**src/sv/ledcfd_pkg.sv**
```systemverilog
package ledcfd_pkg;

  localparam int CHANNELS_DEF  = 4;
  localparam int EMA_DIVISOR   = 16;
  localparam int EMA_SHIFT     = $clog2(EMA_DIVISOR);
  localparam int AVG_COUNT_MAX = 255;
  localparam int MASK_W        = 4;
  localparam int CFG_ADDR_W    = 3;
  localparam int CFG_DATA_W    = 16;
  localparam int AVG_W         = 24;
  localparam int FRAC_W        = 8;

  typedef enum logic [CFG_ADDR_W-1:0] {
    CFG_LOW_THRESH   = 3'd0,
    CFG_MIN_SAMPLES  = 3'd1,
    CFG_LOW_LIMIT    = 3'd2,
    CFG_FAIL_LIMIT   = 3'd3,
    CFG_INTERVAL     = 3'd4,
    CFG_AVG_TIMEOUT  = 3'd5,
    CFG_EMA_MULT     = 3'd6,
    CFG_STARTUP_LIM  = 3'd7
  } cfg_idx_e;

  typedef struct packed {
    logic        command;
    logic [1:0]  channel;
    logic [15:0] voltage_mv;
    logic [31:0] now_seconds;
  } in_item_t;

  typedef struct packed {
    logic [15:0]       average_mv;
    logic [15:0]       minimum_mv;
    logic [15:0]       maximum_mv;
    logic [MASK_W-1:0] failed_mask;
    logic [MASK_W-1:0] healthy_mask;
    logic              window_judged;
  } out_item_t;

  typedef struct packed {
    logic [15:0] low_voltage_threshold;
    logic [15:0] min_window_samples;
    logic [15:0] low_sample_limit;
    logic [7:0]  fail_count_limit;
    logic [15:0] check_interval_s;
    logic [15:0] average_timeout_s;
    logic [15:0] ema_multiplier;
    logic [7:0]  startup_sample_limit;
  } cfg_t;

  typedef struct packed {
    logic        sample;
    logic        tick;
    logic        judge;
    logic [15:0] voltage_mv;
    logic [31:0] now_seconds;
  } chan_op_t;

  typedef struct packed {
    logic [15:0] average_mv;
    logic [15:0] minimum_mv;
    logic [15:0] maximum_mv;
    logic        failed;
  } chan_stat_t;

endpackage

```
**src/sv/ledcfd_cfg.sv**
```systemverilog
module ledcfd_cfg (
  input  logic                               clk,
  input  logic                               rst_n,
  input  logic                               cfg_valid,
  output logic                               cfg_ready,
  input  logic [ledcfd_pkg::CFG_ADDR_W-1:0]  cfg_addr,
  input  logic [ledcfd_pkg::CFG_DATA_W-1:0]  cfg_wdata,
  output ledcfd_pkg::cfg_t                   cfg
);
  import ledcfd_pkg::*;

  cfg_t cfg_r;
  cfg_t cfg_nxt;

  assign cfg_ready = 1'b1;
  assign cfg       = cfg_r;

  always_comb begin
    cfg_nxt = cfg_r;
    if (cfg_valid) begin
      case (cfg_idx_e'(cfg_addr))
        CFG_LOW_THRESH:  cfg_nxt.low_voltage_threshold = cfg_wdata;
        CFG_MIN_SAMPLES: cfg_nxt.min_window_samples    = cfg_wdata;
        CFG_LOW_LIMIT:   cfg_nxt.low_sample_limit      = cfg_wdata;
        CFG_FAIL_LIMIT:  cfg_nxt.fail_count_limit      = cfg_wdata[7:0];
        CFG_INTERVAL:    cfg_nxt.check_interval_s      = cfg_wdata;
        CFG_AVG_TIMEOUT: cfg_nxt.average_timeout_s     = cfg_wdata;
        CFG_EMA_MULT:    cfg_nxt.ema_multiplier        = cfg_wdata;
        CFG_STARTUP_LIM: cfg_nxt.startup_sample_limit  = cfg_wdata[7:0];
        default:         cfg_nxt = cfg_r;
      endcase
    end
  end

  always_ff @(posedge clk) begin
    if (!rst_n) begin
      cfg_r.low_voltage_threshold <= 16'd500;
      cfg_r.min_window_samples    <= 16'd100;
      cfg_r.low_sample_limit      <= 16'd100;
      cfg_r.fail_count_limit      <= 8'd3;
      cfg_r.check_interval_s      <= 16'd10;
      cfg_r.average_timeout_s     <= 16'd60;
      cfg_r.ema_multiplier        <= 16'd1;
      cfg_r.startup_sample_limit  <= 8'd10;
    end else begin
      cfg_r <= cfg_nxt;
    end
  end

endmodule

```
**config.mk**
```make
export PLATFORM = sky130hd
export DESIGN_NAME = ledcfd_cfg
export DESIGN_NICKNAME = d
export VERILOG_FILES = /design/src/sv/ledcfd_pkg.sv /design/src/sv/ledcfd_cfg.sv
export SDC_FILE = /design/constraint.sdc
export NUM_CORES = 1
export LEC_CHECK = 0
export ABC_AREA = 1
export BUFFER_PORTS_ARGS = -buffer_cell sky130_fd_sc_hd__buf_2
export CAP_MARGIN = 20
export CORE_MARGIN = 2
export CORE_UTILIZATION = 46
export DETAILED_ROUTE_END_ITERATION = 12
export PLACE_DENSITY = 0.83
export SETUP_SLACK_MARGIN = 0.02
export SLEW_MARGIN = 20
export SYNTH_ARGS = -nofsm -noshare
export SYNTH_HDL_FRONTEND = slang
export SYNTH_SLANG_ARGS = --single-unit
```
**constraint.sdc**
```tcl
create_clock -name clk -period 0.8 [get_ports clk]
set_input_delay 0.08 -clock clk [delete_from_list [all_inputs] [get_ports clk]]
set_output_delay 0.08 -clock clk [all_outputs]
set_load 0.01 [all_outputs]
```
### After elaboration in Yosys (flattened, before gate mapping)

Index checks and enable logic that the tools add are counted.

| cells by class | value |
|---|---|
| add/subtract/negate cells | 0 |
| $mul | 0 |
| div/mod/pow operators | 0 |
| $lt $le $gt $ge | 0 |
| equality and inequality tests | 7 |
| shifts and indexed selects | 0 |
| mux-type cells | 0 |
| bitwise gates (word level) | 0 |
| reduce and logical (&&, ||, !) cells | 9 |

Operators by type and width:

| operator | number |
|---|---|
| AND reduction 2 bit | 8 |
| equality test 3 bit (second input constant) | 4 |
| equality test 3 x 2 -> 1 bit (second input constant) | 2 |
| equality test 3 x 1 -> 1 bit (second input constant) | 1 |
| logical NOT 3 bit | 1 |

| word-level totals | value |
|---|---|
| register bits after elaboration | 112 |
| latch bits | 0 |
| memory bits (writable) | 0 |
| bits in read-only memories | 0 |
| input bits | 22 |
| output and inout port bits | 113 |
| logic and storage cells | 24 |
| memories | 0 |

### Depth between registers and ports, before layout

Gate-level depths: netlist (run 1).

| depth | value |
|---|---|
| depth in word-level cells | 2 |
| depth in mapped cells | 7 |
| gate-level depth less buffers | 5 |

### Worst setup path before layout (run 1)

OpenSTA, ideal clock, no wires.

| timing path | value |
|---|---|
| path type | input -> register |
| from | input port cfg_addr[0] (netlist name) |
| to | register cfg_r (netlist bit cfg[106]) |
| setup time | 0.113 ns |
| data arrival time | 0.669 ns |
| required time | 0.687 ns |
| slack | 0.018 ns |
| stages on the path | 5 |
| path buffers | 1 |
| cell sequence | nor2_2 -> buf_2 -> nand3_1 -> nand2_1 -> nor2_1 |

| between the ends | value |
|---|---|
| longest elaborated chain between the ends | 2 |

Ends and longest elaborated chain:

| what | line | source |
|---|---|---|
| start: declaration | ledcfd_cfg.sv:6 | `input logic [ledcfd_pkg::CFG_ADDR_W-1:0] cfg_addr,` |
| logical NOT 3 bit | ledcfd_cfg.sv:21 | `case (cfg_idx_e'(cfg_addr))` |
| AND reduction 2 bit (no line) | -- |  |
| end signal: assignment | ledcfd_cfg.sv:46 | `cfg_r <= cfg_nxt;` |
| end: declaration | ledcfd_cfg.sv:12 | `cfg_t cfg_r;` |

Every way passes these cells.
A chain may end at the register's enable or synchronous reset.

### Final worst setup path (run 1)

| timing path | value |
|---|---|
| from | register cfg_r (netlist bit cfg[110]) |
| to | output port cfg[110] (netlist name) |

RTL lines:

| what | line | source |
|---|---|---|
| end: declaration | ledcfd_cfg.sv:8 | `output ledcfd_pkg::cfg_t cfg` |

No word-level cell between the ends.

==> metrics, run 1 <==
average wire per cell in the routed design 16.8 microns; number of buffer and inverter instances along the worst setup path 1; period utilisation layout 1.17; number of slew-limit violations in the final report 0; CP required 0.72 ns; gate family responsible for the most delay along the worst path flip-flops; startpoint class of the critical path flip-flop; utilization after layout 0.723; Max Buffers Root-to-Sink 2; post-DP HPWL 9.60 mm; share of flip-flops with an asynchronous set or reset 0; switching power share of the total 0.279; clock latency of the later-clocked register in the worst-skew pair 0.37 ns; global-route congestion overflow total 0; power share of the clock group 0.286; fraction of final layout cells sized beyond drive strength 1 0.420; global-route met2 utilization 0.453; FMAX 1070 MHz; met1 layer usage reported by global route 0.370; final weighted congestion of routability-driven global placement 0.879; power density cells 1620 mW/mm^2; setup ws final -0.137 ns; count of endpoints failing hold in the final timing report 0; synthesized area 0.00446 sq mm; flip-flop count of the largest register after layout 112; first drt pass iteration count 7; nets in the synthesized netlist 642; synthesized area per cell 7.20 sq um; Residual DRC 0; Clock Sink Count 112; wire length of the first global-routing pass 23.5 mm; First DRT Iteration DRCs 452; FF/Latch Area 0.00238 sq mm; total CTS buffers 9; DR vias/cell 5.23; Setup Slack @ Placement -0.276 ns; Rows 35; Final Routed Wirelength 15.4 mm; number of vias after detailed routing 4813; number of flops mapped to enable cells by yosys 0; leading cell types by total area after synthesis dfxtp_1 (50%), nor2_1 (15%), nand2_1 (13%); count of nets left with antenna violations after detail routing 0; slowest cell delay on critical path 0.37 ns; violated checks setup timing; Reg power frac 0.546; cell chosen for the clock root clkbuf_8; critical path class flip-flop to primary output; Floorplan Core Area 0.00933 sq mm; clock-pin slew on the worst setup and hold paths 0.10 ns; vias in the first global route 4662; multi-input logic area 0.00192 sq mm; top cell type's share of synthesized area 0.502; Placement Cell Area 0.00545 sq mm; CP cell instances buf_6; overall die area 0.0105 sq mm; maximum fanout along the worst path 2; Synth warnings 0; synth cell count leaders nor2_1 (179), nand2_1 (150), dfxtp_1 (112); slowest stage cell on the critical path dfxtp_2; Final min period 0.937 ns; initial antenna violation count 0; endpoints failing setup 112; Cell variety after synth 17; Layout area overhead 51.0%; width of the die 103 microns; class of the tightest hold or removal check primary input to flip-flop; Ant. Diodes 0; clock tree from TritonCTS done; Logic pwr share 0.168; worst path arrival time 0.86 ns; number of H-tree branching levels 3; boundary pin count 135; final standard cell area without fillers 0.00674 sq mm; cell-internal power 0.00788 W; flops & latches, synth 112; IO buf count 133; Worst IR Drop VDD 1.18 mV; number of maximum-capacitance constraint violations 0; die height 103 microns; net count reported at finish 809; worst clock skew 0 ns; Post-Synthesis Cells 620; peak-usage layer in the global routing report met2; initial core utilization 0.479; largest net degree at the start of global routing 48; Psw 0.00306 W; number of fillers in the final layout 660; post-synthesis sequential area ratio 0.502; most numerous cell in the Yosys netlist nor2_1; cell accounting for the most synthesized area dfxtp_1; category of the worst setup path capture point primary output; leakage 3.11 nW; top flip-flop cell by instance count after synthesis dfxtp_1; Global Route Usage Sum 0.292; met3 demand-to-capacity share in global routing 0.0698; setup repair after global routing missed its margin yes; status finished, violations left
==> area by class of cell <==
type / instances / share of cell area
Inverter: 23 / 0.0128
Multi-Input combinational cell: 450 / 0.285
Clock inverter: 5 / 0.00464
Clock buffer: 11 / 0.0210
Sequential cell: 112 / 0.354
Tap cell: 129 / 0.0239
Timing Repair Buffer: 191 / 0.299
==> worst register-to-register path: cells and delay by family (launching register included) <==
kind,cells,cell delay [ns]
buffers and inverters,2,0.24
AND/OR/NAND/NOR,2,0.10
flip-flops,1,0.35
==> worst paths after layout <==
kind	from	to	slack (ns)	cells past startpoint
min	rst_n	cfg[55]	0.004	3
max	cfg[110]	cfg[110]	-0.14	1
max reg2reg	cfg[39]	cfg[39]	0.02	4
min reg2reg	cfg[29]	cfg[29]	0.48	2
==> routing by layer <==
layer / wire (microns) / part of all wire
met1: 5970 / 0.39
met2: 7130 / 0.46
met3: 1440 / 0.093
met4: 902 / 0.058
met5: 0 / 0
==> cell families after synthesis <==
group / synth area share
AO/OA/AOI/OAI: 0.00112
buffers and inverters: 0.0720
flip-flops: 0.502
other: 0.000840
AND/OR/NAND/NOR: 0.424
==> stage by stage <==
stage	hold slack, ns	power (W)	TNS, ns	cells
final	0.00432	0.0109	-12.40	921
after global routing	0.0155	0.0114	-14.98	921
after CTS	0.00349	0.0108	-12.64	910
after detailed placement	0.320	0.00747	-25.20	878
after global placement	0.301	0.00743	-21.16	878
after floorplan	0.193	0.00681	0	620
==> power groups by stage <==
stage	registers (W)	logic (W)	clock network [W]
6_report	0.00597	0.00184	0.00313
5_1_grt	0.00599	0.00197	0.00340
4_1_cts	0.00596	0.00173	0.00311
3_5_place_dp	0.00601	0.00146	0
3_3_place_gp	0.00600	0.00143	0
2_1_floorplan	0.00609	0.000729	0
==> placed cells by master (no fill, tap or decap) <==
cell type	instances
clkinv_2	3
clkbuf_1	1
dlygate4sd3_1	6
clkinvlp_4	1
buf_6	114
dfxtp_2	111
nor2_2	4
buf_2	20
clkbuf_8	10
buf_4	36
inv_1	19
nor2_4	10
nand3_1	106
nand2_2	2
nand2_4	1
o21ai_0	1
conb_1	1
nand2_1	149
inv_6	1
nor2_1	176
inv_2	4
dfxtp_4	1
buf_12	15
==> repair_timing <==
action,in CTS,in global routing
resized for setup,224,9
gates cloned,0,0
pin swaps,0,7
buffers inserted,10,12
hold buffers,6,0
hold endpoints to repair,10,0
setup endpoints to repair,112,128
Power figures use the tool's default switching activity.
==> inputs of run 2 (changes only) <==
--- a/config.mk
+++ b/config.mk
@@ -12,6 +12,7 @@
 export CORE_UTILIZATION = 46
 export DETAILED_ROUTE_END_ITERATION = 12
 export PLACE_DENSITY = 0.83
+export REMOVE_ABC_BUFFERS = 1
 export SETUP_SLACK_MARGIN = 0.02
 export SLEW_MARGIN = 20
 export SYNTH_ARGS = -nofsm -noshare
==> run 2 against run 1 <==
The flow still finishes with violations (setup timing). Count of clock-buffer cells in the layout decreased by 1. Largest power group unchanged. Critical path type unchanged. Highest routed layer unchanged. Sequential power about the same. Combinational power decreased by 4%. Critical endpoint is now cfg[66]. Die area unchanged. Clock skew unchanged.
==> metrics, run 2 (synthesis gave the netlist of run 1 again) <==
status finished, violations left (unchanged); violated checks setup timing (unchanged); largest net degree at the start of global routing 64 (was 48); average wire per cell in the routed design 15.8 microns (was 16.8 microns); setup TNS -11.52 ns (was -12.40 ns); clock-pin slew on the worst setup and hold paths 0.11 ns (was 0.10 ns); met1 layer usage reported by global route 0.316 (was 0.370); boundary pin count 135 (unchanged); CP required 0.72 ns (about the same); Setup Slack @ Placement -0.287 ns (was -0.276 ns); Ant. Diodes 0 (unchanged); register-to-register path setup slack 0.02 ns (about the same); Floorplan Core Area 0.00933 sq mm (unchanged); Final min period 0.940 ns (was 0.937 ns); Max Buffers Root-to-Sink 2 (unchanged); clock tree from TritonCTS done (unchanged); vias in the first global route 4573 (was 4662); initial core utilization 0.479 (unchanged); worst path arrival time 0.86 ns (about the same); First DRT Iteration DRCs 334 (was 452); RR Endpoint cfg[38] (was cfg[39]); final weighted congestion of routability-driven global placement 0.833 (was 0.879); endpoints failing setup 112 (unchanged); Layout area overhead 51.3% (was 51.0%); setup ws final -0.140 ns (was -0.137 ns); most frequent standard cell in the layout excluding fill and tap cells nor2_1 (unchanged); category of the worst setup path capture point primary output (unchanged); worst r2r src cfg[38] (was cfg[39]); global-route congestion overflow total 0 (unchanged); Worst IR Drop VDD 1.04 mV (was 1.18 mV); clock latency of the later-clocked register in the worst-skew pair 0.37 ns (about the same); count of endpoints failing hold in the final timing report 0 (unchanged); peak-usage layer in the global routing report met2 (unchanged); period utilisation layout 1.17 (about the same); power density cells 1650 mW/mm^2 (was 1620 mW/mm^2); number of buffer and inverter instances along the worst setup path 1 (unchanged); FMAX 1060 MHz (was 1070 MHz); leakage 3.13 nW (was 3.11 nW); Clock Sink Count 112 (unchanged); net count reported at finish 817 (was 809); global-route met2 utilization 0.473 (was 0.453); CP cell instances buf_6 (unchanged); number of H-tree branching levels 3 (unchanged); cell chosen for the clock root clkbuf_8 (unchanged); flip-flop count of the largest register after layout 112 (unchanged); setup repair after global routing missed its margin yes (unchanged); Worst Setup EP cfg[66] (was cfg[110]); slowest cell delay on critical path 0.37 ns (about the same); startpoint class of the critical path flip-flop (unchanged); worst clock skew 0 ns (unchanged); Residual DRC 0 (unchanged); count of nets left with antenna violations after detail routing 0 (unchanged); commonest cells after routing, fill and taps aside nor2_1 (175), nand2_1 (150), buf_6 (113) (was nor2_1 (176), nand2_1 (149), buf_6 (114)); gate family responsible for the most delay along the worst path flip-flops (unchanged); die height 103 microns (unchanged); maximum fanout along the worst path 2 (unchanged); number of vias after detailed routing 4817 (was 4813); slowest stage cell on the critical path dfxtp_2 (unchanged); number of maximum-capacitance constraint violations 0 (unchanged); critical path startpoint cfg[66] (was cfg[110]); critical path class flip-flop to primary output (unchanged); Final Routed Wirelength 14.7 mm (was 15.4 mm); DR vias/cell 5.19 (was 5.23); number of slew-limit violations in the final report 0 (unchanged); wire length of the first global-routing pass 22.4 mm (was 23.5 mm); total CTS buffers 9 (unchanged); IO buf count 133 (unchanged); depth of the worst register-to-register path 3 (was 4); number of cells on the critical path 1 (unchanged); post-DP HPWL 8.95 mm (was 9.60 mm); overall die area 0.0105 sq mm (unchanged); Global Route Usage Sum 0.274 (was 0.292); fraction of final layout cells sized beyond drive strength 1 0.423 (was 0.420); width of the die 103 microns (unchanged); initial antenna violation count 0 (unchanged); Rows 35 (unchanged); met3 demand-to-capacity share in global routing 0.0644 (was 0.0698); first drt pass iteration count 6 (was 7); class of the tightest hold or removal check primary input to flip-flop (unchanged)
[run 2: changes by cell type in the layout (fill, tap and decap cells not counted), moves of 2 or more]
cell,delta
buf_4,+11
buf_12,-5
dlygate4sd3_1,+3
nor2_2,+3
clkinv_2,-2
clkinv_4,+2
nor2_4,-2
[run 2: report_power, final]
group / total [W] / internal, W / leakage, nW / switching, W
combinational: 0.00176 / 0.000817 / 2.09 / 0.000940
clock: 0.00342 / 0.00147 / 0.0968 / 0.00195
sequential: 0.00596 / 0.00581 / 0.942 / 0.000155
total: 0.0111 / 0.00809 / 3.13 / 0.00304
[run 2: final cells by class]
| type | instances | area, sq um |
|---|---|---|
| well taps | 129 | 161 |
| inverters | 23 | 86.3 |
| repair buffers | 199 | 2020 |
| clock inverters | 6 | 68.8 |
| flip-flops and latches | 112 | 2380 |
| clock buffers | 10 | 128 |
| fillers | 637 | 2570 |
| multi-input cells | 450 | 1910 |
[run 2: repair_timing]
| action | in CTS | in global routing |
|---|---|---|
| endpoints found under the setup margin | 112 | 141 |
| endpoints found under the hold margin | 13 | 0 |
| buffers inserted | 11 | 19 |
| gates resized for setup | 225 | 4 |
| pin swaps | 0 | 6 |
| hold buffers | 9 | 0 |
[run 2: how the worst min path moves through the flow]
| stage | depth (start not counted) | slack (ns) | to | from |
|---|---|---|---|---|
| floorplan | 1 | 0.16 | cfg[100] | rst_n |
| global placement | 3 | 0.30 | cfg[103] | cfg_wdata[7] |
| detailed placement | 3 | 0.31 | cfg[104] | cfg_wdata[8] |
| CTS | 4 | 0.05 | cfg[82] | cfg_wdata[2] |
| global route | 4 | 0.07 | cfg[101] | cfg_wdata[5] |
| finish | 4 | 0.06 | cfg[69] | cfg_wdata[5] |
[run 2: per-stage QoR]
stage	total power, W	instances	cell area (sq um)	util	hold WS (ns)
6_report	0.0111	929	6750	0.724	0.0586
5_1_grt	0.0116	929	6750	0.724	0.0725
4_1_cts	0.0110	911	6570	0.704	0.0534
3_5_place_dp	0.00736	875	5360	0.575	0.307
3_3_place_gp	0.00732	875	5360	0.575	0.302
2_1_floorplan	0.00668	585	4230	-	0.165
[run 2: routing by layer]
| layer | up-vias | share of wire |
|---|---|---|
| met4 | 0 | 0.048 |
| li1 | 2275 | - |
| met5 | - | 0 |
| met1 | 2234 | 0.37 |
| met3 | 60 | 0.068 |
| met2 | 248 | 0.51 |
